===== config.mk =====
export PLATFORM = sky130hd
export DESIGN_NAME = trial_division_prime_test_core
export DESIGN_NICKNAME = d
export VERILOG_FILES = /design/src/rtl/tdpt_pkg.sv /design/src/rtl/trial_division_prime_test_core.sv /design/src/rtl/tdpt_div.sv /design/src/rtl/tdpt_datapath.sv /design/src/rtl/tdpt_ctrl.sv
export SDC_FILE = /design/constraint.sdc
export NUM_CORES = 1
export LEC_CHECK = 0
export BUFFER_PORTS_ARGS = -buffer_cell sky130_fd_sc_hd__buf_2
export CORE_ASPECT_RATIO = 1.1
export CORE_MARGIN = 1.5
export CORE_UTILIZATION = 38
export DETAILED_ROUTE_END_ITERATION = 8
export SYNTH_ARGS = -nofsm -noshare
export SYNTH_HDL_FRONTEND = slang
export SYNTH_SLANG_ARGS = --single-unit

===== constraint.sdc =====
create_clock -name clk -period 8.66 [get_ports clk]
set_input_delay 1.732 -clock clk [delete_from_list [all_inputs] [get_ports clk]]
set_output_delay 1.732 -clock clk [all_outputs]
set_load 0.02 [all_outputs]

===== src/rtl/tdpt_pkg.sv =====
// ----------------------------------------------------------------------------
// tdpt_pkg
// Shared constants and controller/datapath interface types for the
// trial division prime test core.
// ----------------------------------------------------------------------------
package tdpt_pkg;

  localparam int VALUE_BITS = 31;
  // Divisor width: covers sqrt of the largest value plus one wheel step.
  localparam int D_BITS     = (VALUE_BITS + 1) / 2 + 1;
  localparam int SQ_BITS    = 2 * D_BITS;
  localparam int CNT_BITS   = $clog2(VALUE_BITS);

  localparam int FIRST_DIVISOR = 5;
  localparam int WHEEL_STEP    = 6;
  localparam int PAIR_GAP      = 2;
  localparam int SMALL_PRIME   = 3;

  typedef enum logic [1:0] {
    SEL_THREE = 2'd0,
    SEL_D     = 2'd1,
    SEL_D2    = 2'd2
  } div_sel_t;

  typedef struct packed {
    logic     load;
    logic     div_start;
    div_sel_t div_sel;
    logic     advance;
  } ctrl_cmd_t;

  typedef struct packed {
    logic n_le1;
    logic n_le3;
    logic n_even;
    logic div_done;
    logic rem_zero;
    logic sq_gt_n;
  } dp_status_t;

endpackage


===== src/rtl/trial_division_prime_test_core.sv =====
// ----------------------------------------------------------------------------
// trial_division_prime_test_core
// Primality test of one unsigned value by 6k +/- 1 trial division.
// ----------------------------------------------------------------------------
//
//  channel   ports                               transfer when
//  --------  ----------------------------------  ------------------------
//  input     start, busy, in_candidate           start && !busy
//  result    out_valid, out_tested_value,        out_valid (one cycle,
//            out_is_prime                        cannot be stalled)
//
//  Steps: values up to three and even values are settled in the check state
//  that follows the start transfer, and the result strobe is registered from
//  it. Otherwise one mod-3 remainder, then per divisor pair one bound check
//  and two remainders of VALUE_BITS dividend bits each, all on the single
//  bit-serial remainder unit; the largest 31-bit primes take about 7700
//  divisor pairs.
//  Reset: synchronous, active low; clears controller and strobe state.
//  Stalls: busy stays high until the result strobe; the receiver cannot
//  hold results off, so a transfer on the result side always completes.
//
module trial_division_prime_test_core (
  input  logic                            clk,
  input  logic                            rst_n,
  input  logic                            start,
  output logic                            busy,
  input  logic [tdpt_pkg::VALUE_BITS-1:0] in_candidate,
  output logic                            out_valid,
  output logic [tdpt_pkg::VALUE_BITS-1:0] out_tested_value,
  output logic                            out_is_prime
);

  tdpt_pkg::ctrl_cmd_t  cmd;
  tdpt_pkg::dp_status_t status;

  // Sequencer: accepts a start transfer only while idle, then drives the
  // datapath step by step until the answer is known.
  tdpt_ctrl u_ctrl (
    .clk       (clk),
    .rst_n     (rst_n),
    .start     (start),
    .status    (status),
    .cmd       (cmd),
    .busy      (busy),
    .res_valid (out_valid),
    .res_prime (out_is_prime)
  );

  // Datapath: holds the candidate, which also serves as the echo on the
  // result side; it is reloaded only at the next start transfer.
  tdpt_datapath u_dp (
    .clk       (clk),
    .rst_n     (rst_n),
    .cmd       (cmd),
    .candidate (in_candidate),
    .status    (status),
    .value     (out_tested_value)
  );

endmodule


===== src/rtl/tdpt_div.sv =====
// ----------------------------------------------------------------------------
// tdpt_div
// Restoring remainder unit: one dividend bit per cycle, remainder only.
// ----------------------------------------------------------------------------
module tdpt_div (
  input  logic                          clk,
  input  logic                          rst_n,
  input  logic                          start,
  input  logic [tdpt_pkg::VALUE_BITS-1:0] dividend,
  input  logic [tdpt_pkg::D_BITS-1:0]   divisor,
  output logic                          done,
  output logic [tdpt_pkg::D_BITS-1:0]   rem
);

  localparam int VB = tdpt_pkg::VALUE_BITS;
  localparam int DB = tdpt_pkg::D_BITS;
  localparam int CB = tdpt_pkg::CNT_BITS;

  logic [VB-1:0] dvd_r;
  logic [DB-1:0] dsr_r;
  logic [DB-1:0] rem_r;
  logic [CB-1:0] cnt_r;
  logic          run_r;
  logic          done_r;

  logic [DB:0]   partial;
  logic [DB:0]   diff;
  logic [DB-1:0] rem_nxt;

  always_comb begin
    partial = {rem_r, dvd_r[VB-1]};
    diff    = partial - {1'b0, dsr_r};
    if (partial >= {1'b0, dsr_r}) begin
      rem_nxt = diff[DB-1:0];
    end else begin
      rem_nxt = partial[DB-1:0];
    end
  end

  always_ff @(posedge clk) begin
    if (!rst_n) begin
      run_r  <= 1'b0;
      done_r <= 1'b0;
      cnt_r  <= '0;
    end else begin
      done_r <= 1'b0;
      if (start) begin
        run_r <= 1'b1;
        cnt_r <= '0;
      end else if (run_r) begin
        cnt_r <= cnt_r + 1'b1;
        if (cnt_r == CB'(VB - 1)) begin
          run_r  <= 1'b0;
          done_r <= 1'b1;
        end
      end
    end
  end

  always_ff @(posedge clk) begin
    if (start) begin
      dvd_r <= dividend;
      dsr_r <= divisor;
      rem_r <= '0;
    end else if (run_r) begin
      dvd_r <= {dvd_r[VB-2:0], 1'b0};
      rem_r <= rem_nxt;
    end
  end

  assign done = done_r;
  assign rem  = rem_r;

endmodule


===== src/rtl/tdpt_datapath.sv =====
// ----------------------------------------------------------------------------
// tdpt_datapath
// Candidate, wheel divisor and its running square, plus the remainder unit.
// ----------------------------------------------------------------------------
module tdpt_datapath (
  input  logic                            clk,
  input  logic                            rst_n,
  input  tdpt_pkg::ctrl_cmd_t             cmd,
  input  logic [tdpt_pkg::VALUE_BITS-1:0] candidate,
  output tdpt_pkg::dp_status_t            status,
  output logic [tdpt_pkg::VALUE_BITS-1:0] value
);

  localparam int VB = tdpt_pkg::VALUE_BITS;
  localparam int DB = tdpt_pkg::D_BITS;
  localparam int SB = tdpt_pkg::SQ_BITS;
  localparam int FIRST_SQ = tdpt_pkg::FIRST_DIVISOR * tdpt_pkg::FIRST_DIVISOR;
  localparam int STEP_SQ  = tdpt_pkg::WHEEL_STEP * tdpt_pkg::WHEEL_STEP;
  localparam int STEP_2X  = 2 * tdpt_pkg::WHEEL_STEP;

  logic [VB-1:0] n_r;
  logic [DB-1:0] d_r;
  logic [SB-1:0] sq_r;

  logic [DB-1:0] divisor;
  logic          div_done;
  logic [DB-1:0] div_rem;

  always_comb begin
    case (cmd.div_sel)
      tdpt_pkg::SEL_THREE: divisor = DB'(tdpt_pkg::SMALL_PRIME);
      tdpt_pkg::SEL_D:     divisor = d_r;
      tdpt_pkg::SEL_D2:    divisor = d_r + DB'(tdpt_pkg::PAIR_GAP);
      default:             divisor = d_r;
    endcase
  end

  // (d + 6)^2 = d^2 + 12 d + 36
  always_ff @(posedge clk) begin
    if (cmd.load) begin
      n_r  <= candidate;
      d_r  <= DB'(tdpt_pkg::FIRST_DIVISOR);
      sq_r <= SB'(FIRST_SQ);
    end else if (cmd.advance) begin
      d_r  <= d_r + DB'(tdpt_pkg::WHEEL_STEP);
      sq_r <= sq_r + {{(SB-DB){1'b0}}, d_r} * SB'(STEP_2X) + SB'(STEP_SQ);
    end
  end

  tdpt_div u_div (
    .clk      (clk),
    .rst_n    (rst_n),
    .start    (cmd.div_start),
    .dividend (n_r),
    .divisor  (divisor),
    .done     (div_done),
    .rem      (div_rem)
  );

  always_comb begin
    status.n_le1    = (n_r <= VB'(1));
    status.n_le3    = (n_r <= VB'(3));
    status.n_even   = ~n_r[0];
    status.div_done = div_done;
    status.rem_zero = (div_rem == '0);
    status.sq_gt_n  = (sq_r > {{(SB-VB){1'b0}}, n_r});
  end

  assign value = n_r;

endmodule


===== src/rtl/tdpt_ctrl.sv =====
// ----------------------------------------------------------------------------
// tdpt_ctrl
// Sequencer: small-value checks, mod 3, then the d / d+2 wheel loop.
// ----------------------------------------------------------------------------
module tdpt_ctrl (
  input  logic                 clk,
  input  logic                 rst_n,
  input  logic                 start,
  input  tdpt_pkg::dp_status_t status,
  output tdpt_pkg::ctrl_cmd_t  cmd,
  output logic                 busy,
  output logic                 res_valid,
  output logic                 res_prime
);

  typedef enum logic [5:0] {
    ST_IDLE  = 6'b000001,
    ST_CHECK = 6'b000010,
    ST_MOD3  = 6'b000100,
    ST_BOUND = 6'b001000,
    ST_DIVA  = 6'b010000,
    ST_DIVB  = 6'b100000
  } state_t;

  state_t state_r, state_nxt;
  logic   valid_r, valid_nxt;
  logic   prime_r, prime_nxt;

  always_comb begin
    state_nxt     = state_r;
    valid_nxt     = 1'b0;
    prime_nxt     = prime_r;
    cmd.load      = 1'b0;
    cmd.div_start = 1'b0;
    cmd.div_sel   = tdpt_pkg::SEL_THREE;
    cmd.advance   = 1'b0;
    case (state_r)
      ST_IDLE: begin
        if (start) begin
          cmd.load  = 1'b1;
          state_nxt = ST_CHECK;
        end
      end
      ST_CHECK: begin
        if (status.n_le1 || status.n_even) begin
          // zero, one and even values; two is caught below first
          if (!status.n_le1 && status.n_le3) begin
            valid_nxt = 1'b1;
            prime_nxt = 1'b1;
          end else begin
            valid_nxt = 1'b1;
            prime_nxt = 1'b0;
          end
          state_nxt = ST_IDLE;
        end else if (status.n_le3) begin
          valid_nxt = 1'b1;
          prime_nxt = 1'b1;
          state_nxt = ST_IDLE;
        end else begin
          cmd.div_start = 1'b1;
          cmd.div_sel   = tdpt_pkg::SEL_THREE;
          state_nxt     = ST_MOD3;
        end
      end
      ST_MOD3: begin
        if (status.div_done) begin
          if (status.rem_zero) begin
            valid_nxt = 1'b1;
            prime_nxt = 1'b0;
            state_nxt = ST_IDLE;
          end else begin
            state_nxt = ST_BOUND;
          end
        end
      end
      ST_BOUND: begin
        if (status.sq_gt_n) begin
          valid_nxt = 1'b1;
          prime_nxt = 1'b1;
          state_nxt = ST_IDLE;
        end else begin
          cmd.div_start = 1'b1;
          cmd.div_sel   = tdpt_pkg::SEL_D;
          state_nxt     = ST_DIVA;
        end
      end
      ST_DIVA: begin
        cmd.div_sel = tdpt_pkg::SEL_D2;
        if (status.div_done) begin
          if (status.rem_zero) begin
            valid_nxt = 1'b1;
            prime_nxt = 1'b0;
            state_nxt = ST_IDLE;
          end else begin
            cmd.div_start = 1'b1;
            state_nxt     = ST_DIVB;
          end
        end
      end
      ST_DIVB: begin
        if (status.div_done) begin
          if (status.rem_zero) begin
            valid_nxt = 1'b1;
            prime_nxt = 1'b0;
            state_nxt = ST_IDLE;
          end else begin
            cmd.advance = 1'b1;
            state_nxt   = ST_BOUND;
          end
        end
      end
      default: begin
        state_nxt = ST_IDLE;
      end
    endcase
  end

  always_ff @(posedge clk) begin
    if (!rst_n) begin
      state_r <= ST_IDLE;
      valid_r <= 1'b0;
    end else begin
      state_r <= state_nxt;
      valid_r <= valid_nxt;
    end
  end

  always_ff @(posedge clk) begin
    prime_r <= prime_nxt;
  end

  assign busy      = (state_r != ST_IDLE);
  assign res_valid = valid_r;
  assign res_prime = prime_r;

  a_valid_single: assert property (@(posedge clk) disable iff (!rst_n)
    valid_r |=> !valid_r)
    else $error("result strobe held longer than one cycle");

  a_valid_idle: assert property (@(posedge clk) disable iff (!rst_n)
    valid_r |-> state_r == ST_IDLE)
    else $error("result strobe outside idle");

  a_div_no_early_done: assert property (@(posedge clk) disable iff (!rst_n)
    cmd.div_start |=> !status.div_done)
    else $error("remainder unit done right after start");

  a_advance_loops: assert property (@(posedge clk) disable iff (!rst_n)
    cmd.advance |=> state_r == ST_BOUND)
    else $error("divisor advanced without returning to bound check");

endmodule

==> results.md, run 1 <==
- Outcome: finished clean
- Site row count: 62
- Max stage delay on crit path: 0.62 ns
- Post-CTS Resized: 0
- Unrepaired setup endpoints after global routing: no
- Worst-Skew Late Latency: 0.44 ns
- N_diodes: 0
- RePlAce Congestion: 0.835
- Setup Crit Path Kind: register to register
- Iter 0 DRT Violations: 511
- CTS Buf Count: 17
- Port buffer count: 67
- First-pass GRT wire length: 39800 um
- Number of flops mapped to enable cells by yosys: 79
- Setup_tns: 0 ns
- CTS tree: built
- CP arrival: 5.10 ns
- Final count of pins violating max slew: 0
- Final Critical Period: 4.74 ns
- Vias in the first global route: 7827
- Via density: 5.42
- Root Driver: clkbuf_16
- Die area: 0.0276 mm2
- Setup violators final: 0
- Seq/Total Area, Yosys: 0.388
- Die X: 159 um
- Fin cells: 1511
- Buffer depth of the longest clock path: 2
- Pin count of the biggest net entering global routing: 72
- Routed WL per cell: 16.3 um
- Worst Path Required: 9.02 ns
- Initial Util: 0.387
- Register bit total from synthesis: 157
- Synth Flop Type: edfxtp_1
- Crit path capture type: register
- Pwr dens: 193 mW/mm2
- Synthesized instance count: 1096
- Via count: 8184
- Post-Route WL: 24600 um
- I/O pin total: 68
- Most common cell after layout, fill and taps aside: ha_1
- WP buf/inv: 0
- Final hold viol count: 0
- Initial antenna violation count: 0
- H-tree depth: 4
- Final Skew: 0.0132 ns
- Synth-to-Final Area Change: 11.9%
- Pre-antenna DRT Iters: 5
- Max transition margin: 0.228
- Synth cell types: 68
- HPWL Detailed: 17800 um
- Tightest Hold Check Type: register to register
- DRC errors left: 0
- VDD IR max: 0.110 mV
- CP cell instances: ha_1, nor2_1, o21ai_0, a41oi_1, a211o_1, o21ai_0, a211oi_1, nor2_1, ha_1, ha_1, o211ai_1, a21oi_1, nand3_1, a21oi_1, o31a_1, a311oi_2, or4_1, a21oi_1
- Fillcell total: 2597
- Post-synth ARST share: 0
- Placed insts: 1479
- Core Area: 0.0261 mm2
- CP Launch Type: register
- Final net count: 1285
- Commonest non-fill, non-tap cells in the layout: 102 x ha_1, 100 x nand2_1, 87 x nor2_1, 80 x inv_1, 79 x edfxtp_1
- Mapped Nets: 1235
- Post-DRT Antenna Nets: 0
- Final clock period utilization by the worst path: 0.547
- Total clock sinks: 157
- Measured slew at the worst slew-check pin: 1.16 ns
- Mapped cell area: 0.0101 mm2
- Share of cells above drive strength 1: 0.118
- CTS clk-pin slew, worst paths: 0.07 ns
- Power consumption: 2.19 mW
- Critical path's slowest cell: dfxtp_1
- MaxCap Viol Count: 0
- Cell family with most CP delay: compound AO/OA/AOI/OAI gates
- CTS Hold Bufs: 0
- Post-CTS setup buffer count: 0
- CP Max Fanout: 12
- Grt total ovfl: 0
- Synth Warn #: 0
- Global Route Usage Sum: 0.182
- Fmax: 0.211 GHz
- Die height: 174 um
- Synth Area per Inst: 9.24 um2
- Leak: 4.88 nW
[Yosys cell counts (20+ instances only)]
| cell | number | share of area |
|---|---|---|
| a211oi_1 | 23 | 0.017 |
| a21oi_1 | 78 | 0.039 |
| clkbuf_1 | 27 | 0.010 |
| dfxtp_1 | 78 | 0.15 |
| edfxtp_1 | 79 | 0.23 |
| ha_1 | 102 | 0.13 |
| inv_1 | 80 | 0.030 |
| mux2i_1 | 20 | 0.020 |
| nand2_1 | 100 | 0.037 |
| nand3_1 | 34 | 0.017 |
| nand4_1 | 21 | 0.013 |
| nor2_1 | 87 | 0.032 |
| nor3_1 | 23 | 0.011 |
| o21ai_0 | 53 | 0.026 |
| xnor2_1 | 36 | 0.031 |
[area by class of cell]
cell class / count / area, um2 / share of cell area
Multi-Input combinational cell: 818 / 5710 / 0.504
Tap cell: 352 / 440 / 0.0389
Clock buffer: 17 / 425 / 0.0376
Inverter: 81 / 304 / 0.0268
Clock inverter: 15 / 151 / 0.0134
Sequential cell: 157 / 3930 / 0.347
Timing Repair Buffer: 71 / 365 / 0.0323
[sequential cells by signal (all words and copies together) (netlist names)]
register          count
u_ctrl.res_prime      1
u_ctrl.res_valid      1
u_ctrl.state_r        6
u_dp.d_r             16
u_dp.sq_r            31
u_dp.u_div.cnt_r      5
u_dp.u_div.done       1
u_dp.u_div.dsr_r     16
u_dp.u_div.dvd_r     31
u_dp.u_div.rem       17
u_dp.u_div.run_r      1
u_dp.value           31
[layer usage]
metal / vias up / share of wire / track usage
met3: 28 / 0.031 / 0.0307
met4: 0 / 0.013 / 0.0456
li1: 4092 / - / -
met2: 139 / 0.49 / 0.306
met5: - / 0 / 0
met1: 3925 / 0.47 / 0.241
[metrics by stage]
step / cell area (um2) / utilization / setup slack (ns) / hold WS, ns
6_report: 11300 / 0.433 / 3.92 / 0.482
5_1_grt: 11300 / 0.433 / 3.49 / 0.501
4_1_cts: 11300 / 0.433 / 3.96 / 0.484
3_5_place_dp: 10800 / 0.411 / 3.98 / 0.476
3_3_place_gp: 10800 / 0.411 / 4.05 / 0.452
2_1_floorplan: 10100 / - / 4.45 / 0.441
[final timing paths]
path	from	endpoint	slack (ns)	cells past startpoint
setup reg to reg	u_dp.d_r[1]	u_dp.sq_r[24]	3.92	18
hold / removal	u_dp.sq_r[33]	u_dp.sq_r[33]	0.48	2
setup / recovery	u_dp.d_r[1]	u_dp.sq_r[24]	3.92	18
hold reg to reg	u_dp.sq_r[33]	u_dp.sq_r[33]	0.48	2
[worst min-delay path: cells and delay by family (launching register included)]
family | cells | cell delay (ns)
multiplexers | 1 | 0.06
flip-flops | 1 | 0.32
AND/OR/NAND/NOR | 1 | 0.05
[cells by family (layout without fill, tap and decap cells)]
logic type      after synthesis  after routing  synth area share
compound gates              255            255             0.161
flops                       157            157             0.388
simple gates                355            355             0.170
buf+inv                     121            184            0.0492
xor+xnor                     53             53            0.0458
fa+ha+maj                   105            105             0.132
mux                          50             50            0.0531
[where the power goes]
group	switching, mW	internal [mW]	leakage (nW)
clock network	0.350	0.405	0.281
registers	0.0643	0.839	1.36
logic	0.303	0.231	3.24
total	0.717	1.47	4.88
(Power assumes the default switching activity.)
==> run 2: changes to the inputs <==
clock period = 4.14 ns   (was 8.66 ns; I/O delays follow)
==> run 2 against run 1 <==
Effect of this change: core utilization up 2.8 points; combinational power rose by 110%; highest routed layer unchanged; largest power group unchanged; sequential cell count stayed put; setup slack got worse by 3.8 ns; largest cell class unchanged; critical endpoint is now u_dp.sq_r[28]; fmax up 18%; first-iteration DRC count rose by 5.7%.
==> results.md, run 2 (same netlist as run 1, synthesis figures left out) <==
- Global Route Usage Sum: 0.185 (was 0.182)
- Sw frac: 0.319 (was 0.327)
- DRC errors left: 0 (unchanged)
- Final Critical Period: 4.01 ns (was 4.74 ns)
- Iter 0 DRT Violations: 540 (was 511)
- Outcome: finished clean (unchanged)
- Final clock period utilization by the worst path: 0.969 (was 0.547)
- Most common cell after layout, fill and taps aside: nand2_1 (was ha_1)
- Synth-to-Final Area Change: 19.1% (was 11.9%)
- Reg power frac: 0.400 (was 0.412)
- Die height: 174 um (unchanged)
- Post-layout util: 0.461 (was 0.433)
- Buffer depth of the longest clock path: 2 (unchanged)
- CTS tree: built (unchanged)
- H-tree depth: 4 (unchanged)
- Setup violators final: 0 (unchanged)
- Placed insts: 1529 (was 1479)
- CP arrival: 4.29 ns (was 5.10 ns)
- Final net count: 1342 (was 1285)
- Fillcell total: 2524 (was 2597)
- Post-DRT Antenna Nets: 0 (unchanged)
- Pint: 3.21 mW (was 1.47 mW)
- Initial Util: 0.387 (unchanged)
- Setup Crit Path Kind: register to register (unchanged)
- Initial antenna violation count: 0 (unchanged)
- Die X: 159 um (unchanged)
- Final hold viol count: 0 (unchanged)
- Vias in the first global route: 7936 (was 7827)
- CP cell instances: buf_4, fa_2, a21oi_2, o21bai_1, a21oi_2, o211ai_1, a31oi_2, nand2b_4, a21oi_1, xnor2_1, ha_1, ha_4, or3_1, o31a_1, a311oi_2, buf_4, or3_1, a21oi_1 (was ha_1, nor2_1, o21ai_0, a41oi_1, a211o_1, o21ai_0, a211oi_1, nor2_1, ha_1, ha_1, o211ai_1, a21oi_1, nand3_1, a21oi_1, o31a_1, a311oi_2, or4_1, a21oi_1)
- Grt total ovfl: 0 (unchanged)
- Share of cells above drive strength 1: 0.196 (was 0.118)
- Post-Route WL: 24900 um (was 24600 um)
- Routed WL per cell: 15.9 um (was 16.3 um)
- Site row count: 62 (unchanged)
- Tightest Hold Check Type: register to register (unchanged)
- Power consumption: 4.71 mW (was 2.19 mW)
- Post-place setup slack: -0.110 ns (was 3.98 ns)
- Fmax: 0.249 GHz (was 0.211 GHz)
- CTS clk-pin slew, worst paths: 0.07 ns (about the same)
- Max transition margin: 0.351 (was 0.228)
- I/O pin total: 68 (unchanged)
- Pwr dens: 391 mW/mm2 (was 193 mW/mm2)
- Critical path's slowest cell: dfxtp_4 (was dfxtp_1)
- Fin cells: 1568 (was 1511)
- VDD IR max: 0.318 mV (was 0.110 mV)
- N_diodes: 0 (unchanged)
- Commonest non-fill, non-tap cells in the layout: 100 x nand2_1, 89 x ha_1, 85 x nor2_1, 79 x inv_1, 79 x edfxtp_1 (was 102 x ha_1, 100 x nand2_1, 87 x nor2_1, 80 x inv_1, 79 x edfxtp_1)
- Pre-antenna DRT Iters: 5 (unchanged)
- Measured slew at the worst slew-check pin: 0.973 ns (was 1.16 ns)
- DP Area: 0.0111 mm2 (was 0.0108 mm2)
- Combinational share of power: 0.236 (was 0.243)
- Final count of pins violating max slew: 0 (unchanged)
- Die area: 0.0276 mm2 (unchanged)
- Worst-Skew Late Latency: 0.44 ns (about the same)
- MaxCap Viol Count: 0 (unchanged)
- Via count: 8358 (was 8184)
- Max stage delay on crit path: 0.38 ns (was 0.62 ns)
- Fin worst setup slack: 0.130 ns (was 3.92 ns)
- Leak: 5.20 nW (was 4.88 nW)
- Final instance area: 0.0121 mm2 (was 0.0113 mm2)
- First-pass GRT wire length: 40400 um (was 39800 um)
- Final Skew: 0.0118 ns (was 0.0132 ns)
- Clk pwr share: 0.363 (was 0.345)
- Worst Path Required: 4.42 ns (was 9.02 ns)
- CP Launch Type: register (unchanged)
- Total clock sinks: 157 (unchanged)
- HPWL Detailed: 18000 um (was 17800 um)
- RePlAce Congestion: 0.881 (was 0.835)
- Via density: 5.33 (was 5.42)
- Root Driver: clkbuf_16 (unchanged)
- Port buffer count: 67 (unchanged)
- Pin count of the biggest net entering global routing: 67 (was 72)
- CP Max Fanout: 8 (was 12)
- Sw power: 1.50 mW (was 0.717 mW)
- Crit path capture type: register (unchanged)
- Core Area: 0.0261 mm2 (unchanged)
- CTS Buf Count: 17 (unchanged)
[run 2: power by group through the flow]
stage	Clock [mW]	Sequential (mW)	Combinational [mW]
detailed placement	0	1.92	1.11
finish	1.71	1.89	1.11
CTS	1.75	1.89	1.12
global placement	0	1.92	1.10
floorplan	0	1.90	0.865
global route	1.80	1.90	1.25
[run 2: path summary, 6_finish.rpt]
check | end | slack, ns | cells past startpoint | startpoint
setup / recovery | u_dp.sq_r[28] | 0.13 | 18 | u_dp.d_r[3]
hold / removal | u_dp.sq_r[32] | 0.50 | 2 | u_dp.sq_r[32]
setup reg to reg | u_dp.sq_r[28] | 0.13 | 18 | u_dp.d_r[3]
hold reg to reg | u_dp.sq_r[32] | 0.50 | 2 | u_dp.sq_r[32]
[run 2: cell type report]
type                       count  area (um2)  area share
inverter                      81         304      0.0252
tap                          352         440      0.0365
timing repair buffer         128         797      0.0661
multi-input combinational    818        5950       0.493
clock buffer                  17         425      0.0353
clock inverter                15         200      0.0166
sequential                   157        3940       0.327
[run 2: metal layers]
metal,global-route usage,share of wire,vias to the layer above
li1,-,-,4209
met1,0.240,0.46,3968
met2,0.310,0.49,146
met3,0.0269,0.026,35
met4,0.0650,0.023,0
met5,0,0,-
[run 2: stage by stage]
| step | TNS, ns | hold slack, ns |
|---|---|---|
| after floorplan | 0 | 0.441 |
| after global placement | -0.155 | 0.451 |
| after detailed placement | -0.633 | 0.463 |
| after CTS | -0.00944 | 0.496 |
| after global routing | -0.0896 | 0.513 |
| final | 0 | 0.497 |
[run 2: timing repair]
action                                  4_1_cts  5_1_grt
setup buffers                                 0        7
endpoints found under the setup margin       10       16
hold buffers                                  0        0
pin swaps                                     4       28
gates resized for setup                       7       48
gates cloned                                  0        0
[run 2: critical path, delay by kind of cell, from the launching register on]
family / cells / cell delay, ns
AO/OA/AOI/OAI: 9 / 1.48
XOR/XNOR: 1 / 0.23
adder cells (fa/ha/maj): 3 / 0.82
buffers and inverters: 2 / 0.33
flip-flops: 1 / 0.38
AND/OR/NAND/NOR: 3 / 0.62
